`config.mk`:
```
export PLATFORM = sky130hd
export DESIGN_NAME = countdown_timer_with_pause
export DESIGN_NICKNAME = d
export VERILOG_FILES = /design/src/hdl/ctdn_pkg.sv /design/src/hdl/countdown_timer_with_pause.sv /design/src/hdl/ctdn_cfg.sv /design/src/hdl/ctdn_core.sv
export SDC_FILE = /design/constraint.sdc
export NUM_CORES = 1
export LEC_CHECK = 0
export ABC_CLOCK_PERIOD_IN_PS = 7900
export BUFFER_PORTS_ARGS = -buffer_cell sky130_fd_sc_hd__buf_4
export CAP_MARGIN = 10
export CORE_MARGIN = 2
export CORE_UTILIZATION = 58
export DETAILED_ROUTE_END_ITERATION = 6
export HOLD_SLACK_MARGIN = 0.02
export PLACE_DENSITY = 0.86
export RECOVER_POWER = 50
export SLEW_MARGIN = 10
export SYNTH_ARGS = -nofsm -noshare
export SYNTH_HDL_FRONTEND = slang
export SYNTH_SLANG_ARGS = --single-unit
```
`constraint.sdc`:
```
create_clock -name clk -period 7.9 [get_ports clk]
set_input_delay 0.395 -clock clk [delete_from_list [all_inputs] [get_ports clk]]
set_output_delay 0.395 -clock clk [all_outputs]
set_load 0.05 [all_outputs]
```
`src/hdl/ctdn_pkg.sv`:
```
// Shared types, codes and constants for the countdown timer.
`timescale 1ns / 1ps

package ctdn_pkg;

    // Largest set time in seconds
    localparam logic [15:0] MAX_SET_SECONDS = 16'd59999;

    // Configuration register indexes
    localparam logic [1:0] CFG_SET_STEP   = 2'd0;
    localparam logic [1:0] CFG_COUNT_PH   = 2'd1;
    localparam logic [1:0] CFG_BEEP_PH    = 2'd2;
    localparam logic [1:0] CFG_STAT_HOLD  = 2'd3;

    // Event codes
    localparam logic [2:0] OP_INC   = 3'd0;
    localparam logic [2:0] OP_DEC   = 3'd1;
    localparam logic [2:0] OP_START = 3'd2;
    localparam logic [2:0] OP_CANCEL = 3'd3;
    localparam logic [2:0] OP_TICK  = 3'd4;

    typedef enum logic [2:0] {
        MODE_IDLE  = 3'd0,
        MODE_SET   = 3'd1,
        MODE_COUNT = 3'd2,
        MODE_PAUSE = 3'd3,
        MODE_STAT  = 3'd4
    } mode_t;

    typedef enum logic [1:0] {
        OUT_IGNORED    = 2'd0,
        OUT_HANDLED    = 2'd1,
        OUT_TRANSITION = 2'd2
    } outcome_t;

    typedef struct packed {
        logic [11:0] set_step;
        logic [3:0]  count_phase;
        logic [3:0]  beep_phase;
        logic [7:0]  stat_hold;
    } cfg_t;

    typedef struct packed {
        mode_t       mode;
        logic [15:0] remaining;
        logic [31:0] productive;
        logic        beep;
        outcome_t    outcome;
    } result_t;

endpackage

```
`src/hdl/countdown_timer_with_pause.sv`:
```
// Top level of the countdown timer: event register, update core, result register.
`timescale 1ns / 1ps

// Countdown timer with set, countdown, pause and statistics modes. Each
// accepted event yields exactly one result carrying the mode, remaining
// seconds, productive total, beep flag and outcome after that event. An
// event is captured in an input register, applied to the state by the
// update logic and held in a result register. The result register is
// loaded only while it is free or draining, so a stalled output holds
// the event in the input register. One event is taken every cycle as
// long as results are drained. Throughput is set by the single state
// update per cycle. Write configuration only while no event is in flight.
module countdown_timer_with_pause
(
    input  logic        clk,
    input  logic        rst_n,
    input  logic        in_valid,
    output logic        in_ready,
    input  logic [2:0]  op,
    input  logic [3:0]  sub_second,
    output logic        out_valid,
    input  logic        out_ready,
    output logic [2:0]  mode,
    output logic [15:0] remaining_seconds,
    output logic [31:0] productive_seconds,
    output logic        beep,
    output logic [1:0]  outcome,
    input  logic        cfg_we,
    input  logic [1:0]  cfg_index,
    input  logic [11:0] cfg_data
);
    import ctdn_pkg::*;

    cfg_t        cfg;
    result_t     res;
    result_t     res_reg;
    logic        in_vld_reg;
    logic        out_vld_reg;
    logic [2:0]  op_reg;
    logic [3:0]  phase_reg;
    logic        advance;

    ctdn_cfg u_cfg
    (
        .clk       (clk),
        .rst_n     (rst_n),
        .cfg_we    (cfg_we),
        .cfg_index (cfg_index),
        .cfg_data  (cfg_data),
        .cfg       (cfg)
    );

    ctdn_core u_core
    (
        .clk        (clk),
        .rst_n      (rst_n),
        .step       (advance),
        .op         (op_reg),
        .sub_second (phase_reg),
        .cfg        (cfg),
        .res        (res)
    );

    // Move the held event forward when the result slot is free or draining
    assign advance  = in_vld_reg && (!out_vld_reg || out_ready);
    assign in_ready = !in_vld_reg || advance;

    // Input stage valid
    always_ff @(posedge clk or negedge rst_n)
    begin
        if (!rst_n)
        begin
            in_vld_reg <= 1'b0;
        end
        else if (in_valid && in_ready)
        begin
            in_vld_reg <= 1'b1;
        end
        else if (advance)
        begin
            in_vld_reg <= 1'b0;
        end
    end

    // Capture the event payload on transfer
    always_ff @(posedge clk)
    begin
        if (in_valid && in_ready)
        begin
            op_reg    <= op;
            phase_reg <= sub_second;
        end
    end

    // Result stage valid
    always_ff @(posedge clk or negedge rst_n)
    begin
        if (!rst_n)
        begin
            out_vld_reg <= 1'b0;
        end
        else if (advance)
        begin
            out_vld_reg <= 1'b1;
        end
        else if (out_ready)
        begin
            out_vld_reg <= 1'b0;
        end
    end

    // Hold the result until it is taken
    always_ff @(posedge clk)
    begin
        if (advance)
        begin
            res_reg <= res;
        end
    end

    assign out_valid          = out_vld_reg;
    assign mode               = res_reg.mode;
    assign remaining_seconds  = res_reg.remaining;
    assign productive_seconds = res_reg.productive;
    assign beep               = res_reg.beep;
    assign outcome            = res_reg.outcome;

endmodule

```
`src/hdl/ctdn_cfg.sv`:
```
// Configuration register bank for the countdown timer.
`timescale 1ns / 1ps

module ctdn_cfg
(
    input  logic               clk,
    input  logic               rst_n,
    input  logic               cfg_we,
    input  logic [1:0]         cfg_index,
    input  logic [11:0]        cfg_data,
    output ctdn_pkg::cfg_t     cfg
);
    import ctdn_pkg::*;

    cfg_t cfg_reg;

    // Write the addressed register
    always_ff @(posedge clk or negedge rst_n)
    begin
        if (!rst_n)
        begin
            cfg_reg.set_step    <= 12'd60;
            cfg_reg.count_phase <= 4'd10;
            cfg_reg.beep_phase  <= 4'd5;
            cfg_reg.stat_hold   <= 8'd30;
        end
        else if (cfg_we)
        begin
            case (cfg_index)
                CFG_SET_STEP:  cfg_reg.set_step    <= cfg_data;
                CFG_COUNT_PH:  cfg_reg.count_phase <= cfg_data[3:0];
                CFG_BEEP_PH:   cfg_reg.beep_phase  <= cfg_data[3:0];
                CFG_STAT_HOLD: cfg_reg.stat_hold   <= cfg_data[7:0];
                default:       cfg_reg <= cfg_reg;
            endcase
        end
    end

    assign cfg = cfg_reg;

endmodule

```
`src/hdl/ctdn_core.sv`:
```
// Timer state registers and the per-event update logic.
`timescale 1ns / 1ps

module ctdn_core
(
    input  logic                clk,
    input  logic                rst_n,
    input  logic                step,
    input  logic [2:0]          op,
    input  logic [3:0]          sub_second,
    input  ctdn_pkg::cfg_t      cfg,
    output ctdn_pkg::result_t   res
);
    import ctdn_pkg::*;

    mode_t       mode_reg, mode_next;
    logic [15:0] set_seconds_reg, set_seconds_next;
    logic [15:0] elapsed_reg, elapsed_next;
    logic [31:0] productive_reg, productive_next;
    logic [7:0]  stat_ticks_reg, stat_ticks_next;

    logic [16:0] add_sum;
    logic [15:0] add_sat;
    logic [15:0] step16;
    logic        can_dec;
    logic [7:0]  stat_inc;
    logic [32:0] prod_sum;
    logic        go;
    mode_t       target;
    logic        beep;
    outcome_t    outcome;
    logic [15:0] set_mid;
    logic [15:0] el_mid;

    // Saturating step add and the decrease guard
    assign step16  = {4'd0, cfg.set_step};
    assign add_sum = {1'b0, set_seconds_reg} + {1'b0, step16};
    assign add_sat = (add_sum > {1'b0, MAX_SET_SECONDS}) ? MAX_SET_SECONDS : add_sum[15:0];
    assign can_dec = (set_seconds_reg >= step16);
    assign stat_inc = stat_ticks_reg + 8'd1;

    // Decide the event's effect inside the current state
    always_comb
    begin
        set_mid         = set_seconds_reg;
        el_mid          = elapsed_reg;
        stat_ticks_next = stat_ticks_reg;
        go              = 1'b0;
        target          = MODE_IDLE;
        beep            = 1'b0;
        outcome         = OUT_IGNORED;
        case (mode_reg)
            MODE_SET:
            begin
                case (op)
                    OP_INC:
                    begin
                        set_mid = add_sat;
                        outcome = OUT_HANDLED;
                    end
                    OP_DEC:
                    begin
                        if (can_dec)
                        begin
                            set_mid = set_seconds_reg - step16;
                            outcome = OUT_HANDLED;
                        end
                    end
                    OP_START:
                    begin
                        if (can_dec && set_seconds_reg != 16'd0)
                        begin
                            go      = 1'b1;
                            target  = MODE_COUNT;
                            outcome = OUT_TRANSITION;
                        end
                    end
                    OP_CANCEL:
                    begin
                        go      = 1'b1;
                        target  = MODE_IDLE;
                        outcome = OUT_TRANSITION;
                    end
                    default: ;
                endcase
            end
            MODE_COUNT:
            begin
                case (op)
                    OP_TICK:
                    begin
                        if (sub_second == cfg.count_phase)
                        begin
                            if (set_seconds_reg != 16'd0)
                            begin
                                set_mid = set_seconds_reg - 16'd1;
                                if (elapsed_reg != 16'hFFFF)
                                begin
                                    el_mid = elapsed_reg + 16'd1;
                                end
                            end
                            if (set_mid == 16'd0)
                            begin
                                go      = 1'b1;
                                target  = MODE_IDLE;
                                outcome = OUT_TRANSITION;
                            end
                            else
                            begin
                                outcome = OUT_HANDLED;
                            end
                        end
                    end
                    OP_START:
                    begin
                        go      = 1'b1;
                        target  = MODE_PAUSE;
                        outcome = OUT_TRANSITION;
                    end
                    OP_CANCEL:
                    begin
                        go      = 1'b1;
                        target  = MODE_IDLE;
                        outcome = OUT_TRANSITION;
                    end
                    default: ;
                endcase
            end
            MODE_PAUSE:
            begin
                case (op)
                    OP_INC:
                    begin
                        set_mid = add_sat;
                        go      = 1'b1;
                        target  = MODE_SET;
                        outcome = OUT_TRANSITION;
                    end
                    OP_DEC:
                    begin
                        if (can_dec)
                        begin
                            set_mid = set_seconds_reg - step16;
                            go      = 1'b1;
                            target  = MODE_SET;
                            outcome = OUT_TRANSITION;
                        end
                    end
                    OP_START:
                    begin
                        go      = 1'b1;
                        target  = MODE_COUNT;
                        outcome = OUT_TRANSITION;
                    end
                    OP_CANCEL:
                    begin
                        go      = 1'b1;
                        target  = MODE_IDLE;
                        outcome = OUT_TRANSITION;
                    end
                    default: ;
                endcase
            end
            MODE_STAT:
            begin
                if (op == OP_TICK)
                begin
                    stat_ticks_next = stat_inc;
                    if (stat_inc == cfg.stat_hold)
                    begin
                        stat_ticks_next = 8'd0;
                        go      = 1'b1;
                        target  = MODE_IDLE;
                        outcome = OUT_TRANSITION;
                    end
                end
            end
            default:
            begin
                // Idle, and any stray code treated as idle
                case (op)
                    OP_INC:
                    begin
                        set_mid = add_sat;
                        go      = 1'b1;
                        target  = MODE_SET;
                        outcome = OUT_TRANSITION;
                    end
                    OP_START:
                    begin
                        go      = 1'b1;
                        target  = MODE_STAT;
                        outcome = OUT_TRANSITION;
                    end
                    OP_TICK:
                    begin
                        if (sub_second == cfg.beep_phase)
                        begin
                            beep    = 1'b1;
                            outcome = OUT_HANDLED;
                        end
                    end
                    default: ;
                endcase
            end
        endcase
    end

    assign prod_sum = {1'b0, productive_reg} + {17'd0, el_mid};

    // Run exit action of the old state, then entry action of the new one
    always_comb
    begin
        set_seconds_next = set_mid;
        elapsed_next     = el_mid;
        productive_next  = productive_reg;
        mode_next        = (mode_reg inside {MODE_SET, MODE_COUNT, MODE_PAUSE, MODE_STAT}) ?
                           mode_reg : MODE_IDLE;
        if (go)
        begin
            if (mode_reg == MODE_COUNT)
            begin
                productive_next = prod_sum[32] ? 32'hFFFF_FFFF : prod_sum[31:0];
                elapsed_next    = 16'd0;
            end
            if (target == MODE_IDLE)
            begin
                set_seconds_next = 16'd0;
                elapsed_next     = 16'd0;
            end
            mode_next = target;
        end
    end

    // Commit the state on each transfer into the result stage
    always_ff @(posedge clk or negedge rst_n)
    begin
        if (!rst_n)
        begin
            mode_reg        <= MODE_IDLE;
            set_seconds_reg <= 16'd0;
            elapsed_reg     <= 16'd0;
            productive_reg  <= 32'd0;
            stat_ticks_reg  <= 8'd0;
        end
        else if (step)
        begin
            mode_reg        <= mode_next;
            set_seconds_reg <= set_seconds_next;
            elapsed_reg     <= elapsed_next;
            productive_reg  <= productive_next;
            stat_ticks_reg  <= stat_ticks_next;
        end
    end

    assign res.mode       = mode_next;
    assign res.remaining  = set_seconds_next;
    assign res.productive = productive_next;
    assign res.beep       = beep;
    assign res.outcome    = outcome;

endmodule
```
==> out/metrics.yaml <==
drt:
  drt-vias-per-instance: 6.515
  drt-initial-drc-count: 1239
  drc: 0
  wl_per_cell_um: 19.37
  dr.pass1.iters: 7
  wl_mm: 31.26
  via_count: 10520
  ant_nets: 0
pwr:
  ir_worst_vdd_v: 0.0002151
  power.density_nw_per_um2: 354.0
  p_leak_nw: 5.131
cells_and_area:
  multiInputGateArea_sq_um: 6768
  fillers: 1654
  insertedDiodeCount: 0
  layout_common_cells: "nand2_1 (111), nor2_1 (106), dfrtp_1 (93)"
  final_common_cell: "nand2_1"
  seq_area_sq_um: 4474
  syn_to_final_growth_pct: 9.483
  final_layout_size_suffix_gt1_share_pct: 13.05
  nNetsFinal: 1408
  final_cells: 1614
clocking:
  cts_tree: "yes"
  holdBufCountCts: 0
  cts.sinks: 166
  cts_root_buf: "clkbuf_16"
  clk-insertion-delay-late_ns: 0.44
  clk_path_buf_depth: 2
  clk_pin_slew_ns: 0.07
  ctsResizeCount: 0
  cts_setup_buffers: 0
  numCtsBuffers: 17
  htreeDepth: 4
timing:
  tightest_slew_ns: 3.094
  period_minus_slack_ns: 6.583
  rsz0062_at_grt: "no"
  max_freq_ghz: 0.1519
  report.final.slew_viol_count: 108
  relSlewSlack_pct: -106.3
  tns_ns: 0
  fin_skew_ns: 0.009581
  finalSetupViolCount: 0
  fin_crit_sh_pct: 83.32
  hold_viol: 0
grt:
  grt_max_degree: 57
  antenna_found_initial: 0
  grtUsageTotal_pct: 29.17
  grt_pass1_vias: 10060
  overflow: 0
  grt_pass1_wl_mm: 51.09
placement:
  gp_congestion: 1.044
  dp_hpwl_mm: 22.17
  port_buffers: 81
  placedCellCount: 1582
die:
  rows: 51
  die_area_sq_um: 21350
  core_sq_um: 19650
  ios: 82
  die_x_um: 146.1
  die_h_um: 146.1
  initial_core_util_pct: 59.61
synthesis:
  synth_top_cell_by_area: "dfrtp_1"
  synth_area_sq_um: 11720
  async_flop_share_pct: 63.25
  synth-seq-cells: 166
  synth-seq-area-share_pct: 38.19
  synthCells: 1300
  synth-main-ff-cell: "dfrtp_1"
  synthTopCellsByArea: "dfrtp_1 (20%), edfxtp_1 (16%), mux2_2 (5.0%)"
  ys_types: 86
  synth_top_cell_area_share_pct: 19.86
  syn_avg_cell_area_sq_um: 9.012
  synth_edf_count: 61
  yosysWarningCount: 0
  synth_fp_nets: 1372
worst_hold_path:
  holdPathStages: 2
  holdCritStartpoint: "in_valid"
  min_to: "in_vld_reg"
  worstHoldPathType: "primary input to register"
critical_path:
  required_ns: 8.09
  r2r_end: "productive_seconds[4]"
  worstPathArrival_ns: 6.77
  crit_path_start_kind: "register"
  reg2reg_from: "op_reg[0]"
  ff2ff_path_depth: 20
  reg2reg_setup_slack_ns: 1.32
  cp-end-kind: "register"
  cpPeakStageDelay_ns: 0.67
  path_cells: "nor3b_1, nand2_1, nor3_1, buf_4, nand2b_1, a21oi_1, nand4_1, nor3_1, xor2_1, ha_1, a21o_1, a21o_1, a31oi_1, a21oi_1, a221oi_1, a21boi_0, o21ai_2, buf_4, nand2_1, mux2_2"
  cp_max_fo: 20
  cp_slowest_cell: "edfxtp_1"
  worst-setup-path-type: "register to register"
outcome:
  violations: "max-capacitance violations, max-slew violations"
  status: "finished, violations left"
flow_run:
  max-cap-violations: 2
worst max-delay path by stage:
stage / endpoint / depth (start not counted) / from / slack, ns
6_report: productive_seconds[4] / 20 / op_reg[0] / 1.32
5_1_grt: productive_seconds[3] / 18 / op_reg[0] / 0.57
4_1_cts: productive_seconds[4] / 18 / op_reg[0] / 1.47
3_5_place_dp: productive_seconds[4] / 20 / op_reg[0] / 1.51
3_3_place_gp: productive_seconds[9] / 20 / op_reg[0] / 1.78
2_1_floorplan: productive_seconds[8] / 19 / u_core.set_seconds_reg[3] / 2.57
synthesized netlist by cell type, types with 5 or more instances:
library cell    n
o31a_1          5
xnor2_1        31
nand4_1         8
o31ai_1         9
inv_1          33
nand2b_1       25
ha_1           43
a21o_1         20
nand2_1       111
a21oi_1        83
o21ai_0        81
and2_1         11
nor2_1        108
a221oi_1        5
o21bai_1        7
o41ai_1         6
buf_1           6
edfxtp_1       61
nor4_1         15
xor2_1         27
nor2b_1        17
mux2i_1         6
and3_1         31
clkbuf_1       61
mux2_2         52
buf_2          12
or3_1          12
o21a_1         10
dfrtp_1        93
or4_1           9
nand3_1        35
nand3b_1        9
nor3b_1        12
a211oi_1       13
or2_2          12
nor3_1         34
and4_1          7
a31oi_1        49
a41oi_1         8
dfstp_2        12
a22o_1         16
o211ai_1       14
worst max-delay path: cells and delay by family (launching register included):
kind                     cells  cell delay, ns
AO/OA/AOI/OAI                8            2.65
multiplexers                 1            0.27
AND/OR/NAND/NOR              7            1.64
buffers and inverters        2            0.50
flip-flops                   1            0.67
XOR/XNOR                     1            0.25
adder cells (fa/ha/maj)      1            0.33
power breakdown:
part	total, mW	switching, mW	internal, mW
sequential	1.35	0.229	1.12
combinational	2.34	1.50	0.842
clock	0.851	0.377	0.474
through the flow:
step	instance area, sq um	total power [mW]	worst slack (ns)	hold WS [ns]	util [%]
global route	12830	4.785	0.5721	0.1434	65.27
finish	12830	4.541	1.318	0.1574	65.27
detailed placement	12460	3.680	1.510	0.4853	63.41
CTS	13060	4.547	1.474	0.02315	66.44
floorplan	11720	3.065	2.571	0.09941	-
global placement	12460	3.640	1.785	0.4724	63.41
routing by layer:
metal,part of all wire [%],global-route usage (%),vias up
met2,46,46.63,480
met1,42,38.89,5027
li1,-,-,4909
met5,0,0,-
met3,7.7,6.188,99
met4,3.7,11.84,0
cell type report:
type / count / share of cell area, %
clock buffers: 17 / 3.316
clock inverters: 15 / 1.327
inverters: 33 / 0.9754
multi-input cells: 1017 / 52.76
flip-flops and latches: 166 / 34.88
well taps: 265 / 2.585
repair buffers: 101 / 4.155
logic make-up after synthesis:
group	Yosys count	share of synthesized area, %
adder cells (fa/ha/maj)	46	5.105
multiplexers	60	5.735
flip-flops	166	38.19
XOR/XNOR	58	4.336
AO/OA/AOI/OAI	387	22.24
buffers and inverters	117	4.165
AND/OR/NAND/NOR	466	20.23
Power figures use the tool's default switching activity.
